===== src/rtl/core/srconv_pkg.sv =====
// Shared types, register indexes and the decimal power table for the
// sensor reading conversion core. No dependencies.
package srconv_pkg;

   localparam int unsigned CsrIdxW   = 3;
   localparam int unsigned CsrDataW  = 10;
   localparam int unsigned RawW      = 8;
   localparam int unsigned XW        = 9;
   localparam int unsigned ProdW     = 19;
   localparam int unsigned PowW      = 27;
   localparam int unsigned OffsW     = 34;
   localparam int unsigned MantW     = 45;
   localparam int unsigned ExpW      = 5;
   localparam int unsigned RspDataW  = 56;

   localparam logic [CsrIdxW-1:0] CSR_IDX_MULT     = 3'd0;
   localparam logic [CsrIdxW-1:0] CSR_IDX_OFFSET   = 3'd1;
   localparam logic [CsrIdxW-1:0] CSR_IDX_OFF_EXP  = 3'd2;
   localparam logic [CsrIdxW-1:0] CSR_IDX_RES_EXP  = 3'd3;
   localparam logic [CsrIdxW-1:0] CSR_IDX_FORMAT   = 3'd4;

   typedef enum logic [1:0] {
      FMT_UNSIGNED  = 2'd0,
      FMT_ONES_COMP = 2'd1,
      FMT_TWOS_COMP = 2'd2
   } fmt_type;

   typedef struct packed {
      logic signed [9:0] mult;
      logic signed [9:0] offset;
      logic signed [3:0] off_exp;
      logic signed [3:0] res_exp;
      logic [1:0]        format;
   } cfg_type;

   typedef struct packed {
      logic signed [ProdW-1:0] prod;
      logic signed [OffsW-1:0] offs;
   } front_type;

   typedef struct packed {
      logic signed [MantW-1:0] scaled;
      logic signed [OffsW-1:0] offs;
   } scale_type;

   typedef struct packed {
      logic signed [ExpW-1:0]  dec_exp;
      logic signed [MantW-1:0] mant;
   } result_type;

   function automatic logic [PowW-1:0] pow10(input logic [3:0] n);
      logic [PowW-1:0] p;
      unique case (n)
         4'd0:    p = 27'd1;
         4'd1:    p = 27'd10;
         4'd2:    p = 27'd100;
         4'd3:    p = 27'd1000;
         4'd4:    p = 27'd10000;
         4'd5:    p = 27'd100000;
         4'd6:    p = 27'd1000000;
         4'd7:    p = 27'd10000000;
         4'd8:    p = 27'd100000000;
         default: p = 27'd0;
      endcase
      return p;
   endfunction

endpackage


===== src/rtl/core/srconv_front.sv =====
// Stage one: decode the raw byte per format, form m*x and the offset term.
// Depends on srconv_pkg.
module srconv_front (
   input  logic                        clock,
   input  logic                        reset,
   input  logic                        enable,
   input  logic                        in_valid,
   input  logic [srconv_pkg::RawW-1:0] raw,
   input  srconv_pkg::cfg_type         cfg,
   output logic                        out_valid,
   output srconv_pkg::front_type       out_data
);

   logic signed [srconv_pkg::XW-1:0]          x;
   logic [srconv_pkg::PowW-1:0]               off_pow;
   logic signed [srconv_pkg::ProdW+18:0]      offs_full;
   logic                                      valid_ff;
   srconv_pkg::front_type                     data_ff;
   srconv_pkg::front_type                     data_in;

   always_comb begin
      unique case (cfg.format)
         srconv_pkg::FMT_TWOS_COMP: x = $signed({raw[7], raw});
         srconv_pkg::FMT_ONES_COMP: x = raw[7] ? $signed({1'b1, raw} + 9'd1)
                                               : $signed({1'b0, raw});
         default:                   x = $signed({1'b0, raw});
      endcase
      off_pow = srconv_pkg::pow10(cfg.off_exp[3] ? 4'd0 : {1'b0, cfg.off_exp[2:0]});
      offs_full = cfg.offset * $signed({1'b0, off_pow});
      data_in.prod = cfg.mult * x;
      data_in.offs = offs_full[srconv_pkg::OffsW-1:0];
   end

   always_ff @(posedge clock) begin
      if (reset) begin
         valid_ff <= 1'b0;
      end else if (enable) begin
         valid_ff <= in_valid;
      end
   end

   always_ff @(posedge clock) begin
      if (enable) begin
         data_ff <= data_in;
      end
   end

   assign out_valid = valid_ff;
   assign out_data  = data_ff;

endmodule


===== src/rtl/core/srconv_scale.sv =====
// Stage two: scale m*x by ten to the negated offset exponent when that exponent is negative.
// Depends on srconv_pkg.
module srconv_scale (
   input  logic                  clock,
   input  logic                  reset,
   input  logic                  enable,
   input  logic                  in_valid,
   input  srconv_pkg::front_type in_data,
   input  srconv_pkg::cfg_type   cfg,
   output logic                  out_valid,
   output srconv_pkg::scale_type out_data
);

   logic [srconv_pkg::PowW-1:0]                          scale_pow;
   logic signed [srconv_pkg::ProdW+srconv_pkg::PowW:0]   scaled_full;
   logic                                                 valid_ff;
   srconv_pkg::scale_type                                data_ff;
   srconv_pkg::scale_type                                data_in;

   always_comb begin
      scale_pow = srconv_pkg::pow10(cfg.off_exp[3] ? 4'(-cfg.off_exp) : 4'd0);
      scaled_full = in_data.prod * $signed({1'b0, scale_pow});
      data_in.scaled = scaled_full[srconv_pkg::MantW-1:0];
      data_in.offs = in_data.offs;
   end

   always_ff @(posedge clock) begin
      if (reset) begin
         valid_ff <= 1'b0;
      end else if (enable) begin
         valid_ff <= in_valid;
      end
   end

   always_ff @(posedge clock) begin
      if (enable) begin
         data_ff <= data_in;
      end
   end

   assign out_valid = valid_ff;
   assign out_data  = data_ff;

endmodule


===== src/rtl/core/srconv_sum.sv =====
// Stage three: add the offset term and form the decimal exponent.
// Depends on srconv_pkg.
module srconv_sum (
   input  logic                   clock,
   input  logic                   reset,
   input  logic                   enable,
   input  logic                   in_valid,
   input  srconv_pkg::scale_type  in_data,
   input  srconv_pkg::cfg_type    cfg,
   output logic                   out_valid,
   output srconv_pkg::result_type out_data
);

   logic                   valid_ff;
   srconv_pkg::result_type data_ff;
   srconv_pkg::result_type data_in;

   always_comb begin
      data_in.mant = in_data.scaled
         + {{(srconv_pkg::MantW-srconv_pkg::OffsW){in_data.offs[srconv_pkg::OffsW-1]}},
            in_data.offs};
      data_in.dec_exp = {cfg.res_exp[3], cfg.res_exp}
         + (cfg.off_exp[3] ? {cfg.off_exp[3], cfg.off_exp} : 5'sd0);
   end

   always_ff @(posedge clock) begin
      if (reset) begin
         valid_ff <= 1'b0;
      end else if (enable) begin
         valid_ff <= in_valid;
      end
   end

   always_ff @(posedge clock) begin
      if (enable) begin
         data_ff <= data_in;
      end
   end

   assign out_valid = valid_ff;
   assign out_data  = data_ff;

endmodule


===== src/rtl/core/srconv_skid.sv =====
// Output skid buffer with a registered ready toward the pipeline.
// Depends on srconv_pkg.
module srconv_skid (
   input  logic                   clock,
   input  logic                   reset,
   input  logic                   in_valid,
   output logic                   in_ready,
   input  srconv_pkg::result_type in_data,
   output logic                   out_valid,
   input  logic                   out_ready,
   output srconv_pkg::result_type out_data
);

   logic                   main_valid_ff;
   logic                   skid_valid_ff;
   srconv_pkg::result_type main_data_ff;
   srconv_pkg::result_type skid_data_ff;
   logic                   pop;
   logic                   push;

   assign pop  = !main_valid_ff || out_ready;
   assign push = in_valid && !skid_valid_ff;

   always_ff @(posedge clock) begin
      if (reset) begin
         main_valid_ff <= 1'b0;
         skid_valid_ff <= 1'b0;
      end else if (pop) begin
         main_valid_ff <= skid_valid_ff || push;
         skid_valid_ff <= 1'b0;
      end else if (push) begin
         skid_valid_ff <= 1'b1;
      end
   end

   always_ff @(posedge clock) begin
      if (pop) begin
         main_data_ff <= skid_valid_ff ? skid_data_ff : in_data;
      end else if (push) begin
         skid_data_ff <= in_data;
      end
   end

   assign in_ready  = !skid_valid_ff;
   assign out_valid = main_valid_ff;
   assign out_data  = main_data_ff;

endmodule


===== src/rtl/core/sensor_reading_conversion_core.sv =====
// Linear sensor reading conversion: raw byte to exact decimal mantissa and
// exponent, y = (m*x + b*10^bexp)*10^rexp. Accepts one request every cycle
// while req_tready is high. A result passes through decode and multiply,
// power-of-ten scaling, offset add and the output buffer before it is offered.
// The output buffer holds two results, so req_tready is a registered signal.
// Write the configuration registers only while no request is in flight.
// Depends on srconv_pkg, srconv_front, srconv_scale, srconv_sum, srconv_skid.
module sensor_reading_conversion_core (
   input  logic                                clock,
   input  logic                                reset,
   input  logic                                req_tvalid,
   output logic                                req_tready,
   input  logic [srconv_pkg::RawW-1:0]         req_tdata,  // [7:0] raw_reading
   output logic                                rsp_tvalid,
   input  logic                                rsp_tready,
   // [44:0] result_mantissa, [49:45] result_decimal_exponent, [55:50] zero
   output logic [srconv_pkg::RspDataW-1:0]     rsp_tdata,
   input  logic                                csr_valid,
   output logic                                csr_ready,
   input  logic [srconv_pkg::CsrIdxW-1:0]      csr_index,
   input  logic [srconv_pkg::CsrDataW-1:0]     csr_data
);

   srconv_pkg::cfg_type    cfg_ff;
   logic                   enable;
   logic                   front_valid;
   srconv_pkg::front_type  front_data;
   logic                   scale_valid;
   srconv_pkg::scale_type  scale_data;
   logic                   sum_valid;
   srconv_pkg::result_type sum_data;
   srconv_pkg::result_type rsp_data;

   assign csr_ready = 1'b1;

   always_ff @(posedge clock) begin
      if (reset) begin
         cfg_ff.mult    <= 10'sd1;
         cfg_ff.offset  <= 10'sd0;
         cfg_ff.off_exp <= 4'sd0;
         cfg_ff.res_exp <= 4'sd0;
         cfg_ff.format  <= srconv_pkg::FMT_UNSIGNED;
      end else if (csr_valid && csr_ready) begin
         unique case (csr_index)
            srconv_pkg::CSR_IDX_MULT:    cfg_ff.mult    <= csr_data;
            srconv_pkg::CSR_IDX_OFFSET:  cfg_ff.offset  <= csr_data;
            srconv_pkg::CSR_IDX_OFF_EXP: cfg_ff.off_exp <= csr_data[3:0];
            srconv_pkg::CSR_IDX_RES_EXP: cfg_ff.res_exp <= csr_data[3:0];
            srconv_pkg::CSR_IDX_FORMAT:  cfg_ff.format  <= csr_data[1:0];
            default: ;
         endcase
      end
   end

   assign req_tready = enable;

   srconv_front u_front (
      .clock     (clock),
      .reset     (reset),
      .enable    (enable),
      .in_valid  (req_tvalid),
      .raw       (req_tdata),
      .cfg       (cfg_ff),
      .out_valid (front_valid),
      .out_data  (front_data)
   );

   srconv_scale u_scale (
      .clock     (clock),
      .reset     (reset),
      .enable    (enable),
      .in_valid  (front_valid),
      .in_data   (front_data),
      .cfg       (cfg_ff),
      .out_valid (scale_valid),
      .out_data  (scale_data)
   );

   srconv_sum u_sum (
      .clock     (clock),
      .reset     (reset),
      .enable    (enable),
      .in_valid  (scale_valid),
      .in_data   (scale_data),
      .cfg       (cfg_ff),
      .out_valid (sum_valid),
      .out_data  (sum_data)
   );

   srconv_skid u_skid (
      .clock     (clock),
      .reset     (reset),
      .in_valid  (sum_valid),
      .in_ready  (enable),
      .in_data   (sum_data),
      .out_valid (rsp_tvalid),
      .out_ready (rsp_tready),
      .out_data  (rsp_data)
   );

   assign rsp_tdata = {6'd0, rsp_data};

   a_stall_needs_result: assert property (@(posedge clock) disable iff (reset)
      !req_tready |-> rsp_tvalid)
      else $error("pipeline stalled without a pending result");

   a_request_reaches_output: assert property (@(posedge clock) disable iff (reset)
      (req_tvalid && req_tready) ##1 req_tready ##1 req_tready ##1 req_tready
      |=> rsp_tvalid)
      else $error("accepted request did not reach the output");

   a_pad_zero: assert property (@(posedge clock) disable iff (reset)
      rsp_tvalid |-> (rsp_tdata[55:50] == 6'd0))
      else $error("result padding bits not zero");

endmodule

===== config.mk =====
export PLATFORM = sky130hd
export DESIGN_NAME = sensor_reading_conversion_core
export DESIGN_NICKNAME = d
export VERILOG_FILES = /design/src/rtl/core/srconv_pkg.sv /design/src/rtl/core/srconv_front.sv /design/src/rtl/core/srconv_scale.sv /design/src/rtl/core/srconv_sum.sv /design/src/rtl/core/srconv_skid.sv /design/src/rtl/core/sensor_reading_conversion_core.sv
export SDC_FILE = /design/constraint.sdc
export NUM_CORES = 2
export LEC_CHECK = 0
export BUFFER_PORTS_ARGS = -buffer_cell sky130_fd_sc_hd__buf_2
export CAP_MARGIN = 10
export CORE_MARGIN = 10
export CORE_UTILIZATION = 41
export DETAILED_ROUTE_END_ITERATION = 10
export PLACE_DENSITY = 0.54
export RECOVER_POWER = 25
export SLEW_MARGIN = 10
export SYNTH_ARGS = -nofsm -noshare
export SYNTH_HDL_FRONTEND = slang
export SYNTH_SLANG_ARGS = --single-unit

===== constraint.sdc =====
create_clock -name clock -period 10.7 [get_ports clock]
set_clock_uncertainty 0.15 [all_clocks]
set_input_delay 2.14 -clock clock [delete_from_list [all_inputs] [get_ports clock]]
set_output_delay 2.14 -clock clock [all_outputs]
set_load 0.005 [all_outputs]

==> flow_metrics.py <==
metrics = {
    "worst_setup_path": {
        "worst_path_max_delay_cell": "a21oi_2",
        "r2r_slack_ps": 1600,
        "startpoint_type": "flip-flop",
        "r2r_cells": 28,
        "worst_path_most_repeated_cell": "fa_1",
        "r2r-end": "u_scale.out_data[77]",
        "crit_arrival_ps": 9250,
        "critPathMaxFanout": 11,
        "r2r-start": "cfg_ff[7]",
        "path_class": "flip-flop to flip-flop",
        "cpPeakStageDelay_ps": 580,
        "crit_path_end_kind": "flip-flop",
        "critical_path_required_ps": 10850,
    },
    "sta": {
        "setup_violations": 0,
        "worst_pin_slew_ps": 2954,
        "timing.final.crit_share_pct": 85.01,
        "drv_slew": 57,
        "fmax_mhz": 109.9,
        "finalHoldViolations": 0,
        "tns_ps": 0,
        "grt_setup_unrepaired": "false",
        "slew_headroom_pct": -96.94,
        "fin_crit_ps": 9096,
    },
    "route": {
        "vias_per_cell": 4.976,
        "drtIter0Drc": 1551,
        "drc": 0,
        "postRouteAntennaNets": 0,
        "totalWireLength_um": 96680,
        "wl_per_cell_um": 19.12,
        "num_vias": 25160,
        "drt_pre_antenna_iters": 7,
    },
    "grt": {
        "grt-ovfl-total": 0,
        "grt_usage_pct": 18.24,
        "grt_pass1_wl_um": 155200,
        "grt_max_degree": 115,
        "antenna_found_initial": 0,
        "grt_pass1_vias": 26360,
    },
    "power": {
        "intPower_mw": 2.769,
        "power_density_nw_per_um2": 95.43,
        "power_mw": 3.994,
        "vdd_drop_max_v": 0.0001070,
        "power_frac_comb_pct": 24.5,
        "power.share.clock_pct": 32.1,
        "swShare_pct": 30.68,
        "p_switching_mw": 1.225,
        "seqPwrFrac_pct": 43.4,
        "p_leak_nw": 21.00,
    },
    "clock_network": {
        "h-tree-depth": 2,
        "root_buffer": "clkbuf_16",
        "clk_path_buf_depth": 3,
        "numCtsBuffers": 38,
        "cts_resized": 0,
        "clk_pin_slew_ps": 60,
        "post_cts_buffers": 0,
        "clock-sinks": 317,
        "cts_tree": "built",
        "clkLatencyLatePin_ps": 580,
        "cts_hold_buf": 0,
    },
    "place": {
        "dp.cells": 4989,
        "hpwl_um": 79230,
        "portBuffers": 77,
        "finalWeightedCongestion": 0.9455,
    },
    "synthesis": {
        "synth.avg_cell_area_um2": 10.37,
        "syn_area_um2": 38890,
        "yosysSeqAreaShare_pct": 23.58,
        "synth_edf_count": 282,
        "ys_types": 73,
        "ys_ff_latch": 317,
        "netlist_instances": 3749,
        "async_reset_ff_share_pct": 0,
        "ys_warn_count": 0,
        "synth-main-ff-cell": "edfxtp_1",
    },
    "die": {
        "die_x_um": 328.0,
        "core_area_um2": 93750,
        "start_util_pct": 41.48,
        "dieArea_um2": 107600,
        "ios": 85,
        "die_h_um": 328.0,
        "rows": 112,
    },
    "cells_and_area": {
        "syn_to_final_growth_pct": 7.625,
        "fin_nets": 4809,
        "n_antenna_cell": 0,
        "drive_gt1_share_pct": 6.416,
        "fin_cells": 5057,
    },
    "outcome": {
        "status": "finished, violations left",
        "violations": "max-capacitance violations, max-slew violations",
    },
    "hold_path": {
        "worstHoldPathType": "flip-flop to flip-flop",
        "whs_endpoint": "u_scale.out_data[15]",
        "min_path_cells": 0,
        "worstHoldStart": "u_front.out_data[15]",
    },
    "flow_run": {
        "maxCapViolations": 1,
    },
}
## how the worst max path moves through the flow
stage / start / end / slack, ps / cells past startpoint
after detailed placement: cfg_ff[7] / u_scale.out_data[77] / 1620 / 28
final: cfg_ff[7] / u_scale.out_data[77] / 1600 / 28
after global placement: cfg_ff[7] / u_scale.out_data[77] / 1710 / 26
after CTS: cfg_ff[7] / u_scale.out_data[77] / 1580 / 28
after global routing: cfg_ff[7] / u_scale.out_data[77] / 1000 / 30
after floorplan: cfg_ff[6] / u_scale.out_data[77] / 1690 / 34
## sequential cells by signal (all words and copies together), names as in the netlist
name                  flops
u_skid.skid_valid_ff      1
u_scale.out_data         79
u_skid.out_data          50
u_sum.out_valid           1
u_skid.skid_data_ff      50
u_front.out_data         53
u_sum.out_data           50
u_front.out_valid         1
u_scale.out_valid         1
u_skid.out_valid          1
cfg_ff                   30
## synthesized netlist by cell type (3+ instances only)
master	instances	area, um2
o21ai_0	62	310.3
a2111oi_0	3	26.28
buf_4	7	52.55
nor2_1	138	518.0
nand3b_1	4	30.03
nor3_1	19	95.09
a211o_1	6	52.55
xor2_1	43	376.6
o21ai_1	20	100.1
a211oi_1	15	112.6
or3_1	6	37.54
nand2_1	378	1419
xnor2_1	90	788.3
a311oi_1	3	26.28
a21boi_0	3	22.52
a311o_1	3	30.03
a22o_1	3	26.28
and3_1	58	362.9
o211ai_1	8	60.06
or2_2	11	68.82
inv_1	706	2650
nand4_1	11	68.82
mux2i_1	15	150.1
a21o_1	74	555.5
mux2_2	51	574.3
nand2b_1	30	187.7
edfxtp_1	282	8468
ha_1	394	4930
and4_1	5	43.79
and2_1	218	1364
nor2b_1	38	237.7
a21oi_2	3	26.28
nand3_1	39	195.2
buf_1	9	33.78
clkbuf_1	109	409.1
a31oi_1	15	93.84
fa_1	614	12290
a21oi_1	137	685.7
o21a_1	23	172.7
o31a_1	4	35.03
dfxtp_1	35	700.7
o21bai_1	17	127.6
## power groups by stage
stage	sequential, mW	clock (mW)	combinational (mW)
after floorplan	1.69	0	0.671
after CTS	1.74	1.33	0.991
after global placement	1.76	0	0.980
after global routing	1.76	1.37	1.12
after detailed placement	1.77	0	0.979
final	1.73	1.28	0.979
## cells by family after synthesis
| logic type | count (synthesis) | share of synthesized area, % |
|---|---|---|
| compound gates | 427 | 7.085 |
| buf+inv | 833 | 8.111 |
| mux | 66 | 1.863 |
| xor+xnor | 133 | 2.996 |
| other cells | 2 | 0.01931 |
| flops | 317 | 23.58 |
| simple gates | 963 | 12.06 |
| fa+ha+maj | 1008 | 44.29 |
## placed cells by master, fill, tap and decap left out, types with 77 or more instances in the layout
cell,instances
nand2_1,378
and2_1,218
ha_1,394
edfxtp_1,282
nor2_1,138
buf_2,77
fa_1,614
xnor2_1,90
inv_1,705
a21oi_1,136
## critical path, delay by kind of cell (launching register included)
| kind | cells | cell delay, ps |
|---|---|---|
| buffers and inverters | 5 | 320 |
| AO/OA/AOI/OAI | 11 | 3060 |
| adder cells (fa/ha/maj) | 9 | 3970 |
| flip-flops | 1 | 500 |
| AND/OR/NAND/NOR | 2 | 740 |
| XOR/XNOR | 1 | 80 |
## metrics by stage
step	area [um2]	utilization [%]	setup slack (ps)	hold WS, ps
finish	41850	44.64	1604	257.0
global route	41850	44.64	1001	265.8
CTS	41860	44.65	1579	250.0
detailed placement	40640	43.35	1623	254.5
global placement	40640	43.35	1714	252.9
floorplan	38910	-	1687	250.3
## metal layers
metal / GRT usage (%) / wire (um) / up-vias / part of all wire, %
li1: - / - / 12020 / -
met1: 27.06 / 47120 / 12490 / 49
met2: 28.08 / 42210 / 583 / 44
met3: 3.208 / 6022 / 76 / 6.2
met4: 2.807 / 1328 / 0 / 1.4
met5: 0 / 0 / - / 0
## area by class of cell
type / count / area (um2)
inverter: 707 / 2661
clock buffer: 46 / 1002
clock inverter: 22 / 215.2
tap: 1254 / 1569
multi-input combinational: 2605 / 26630
timing repair buffer: 106 / 603.1
sequential: 317 / 9169
fill: 8949 / 51900
Note: power is estimated with default switching activity, not from simulation.
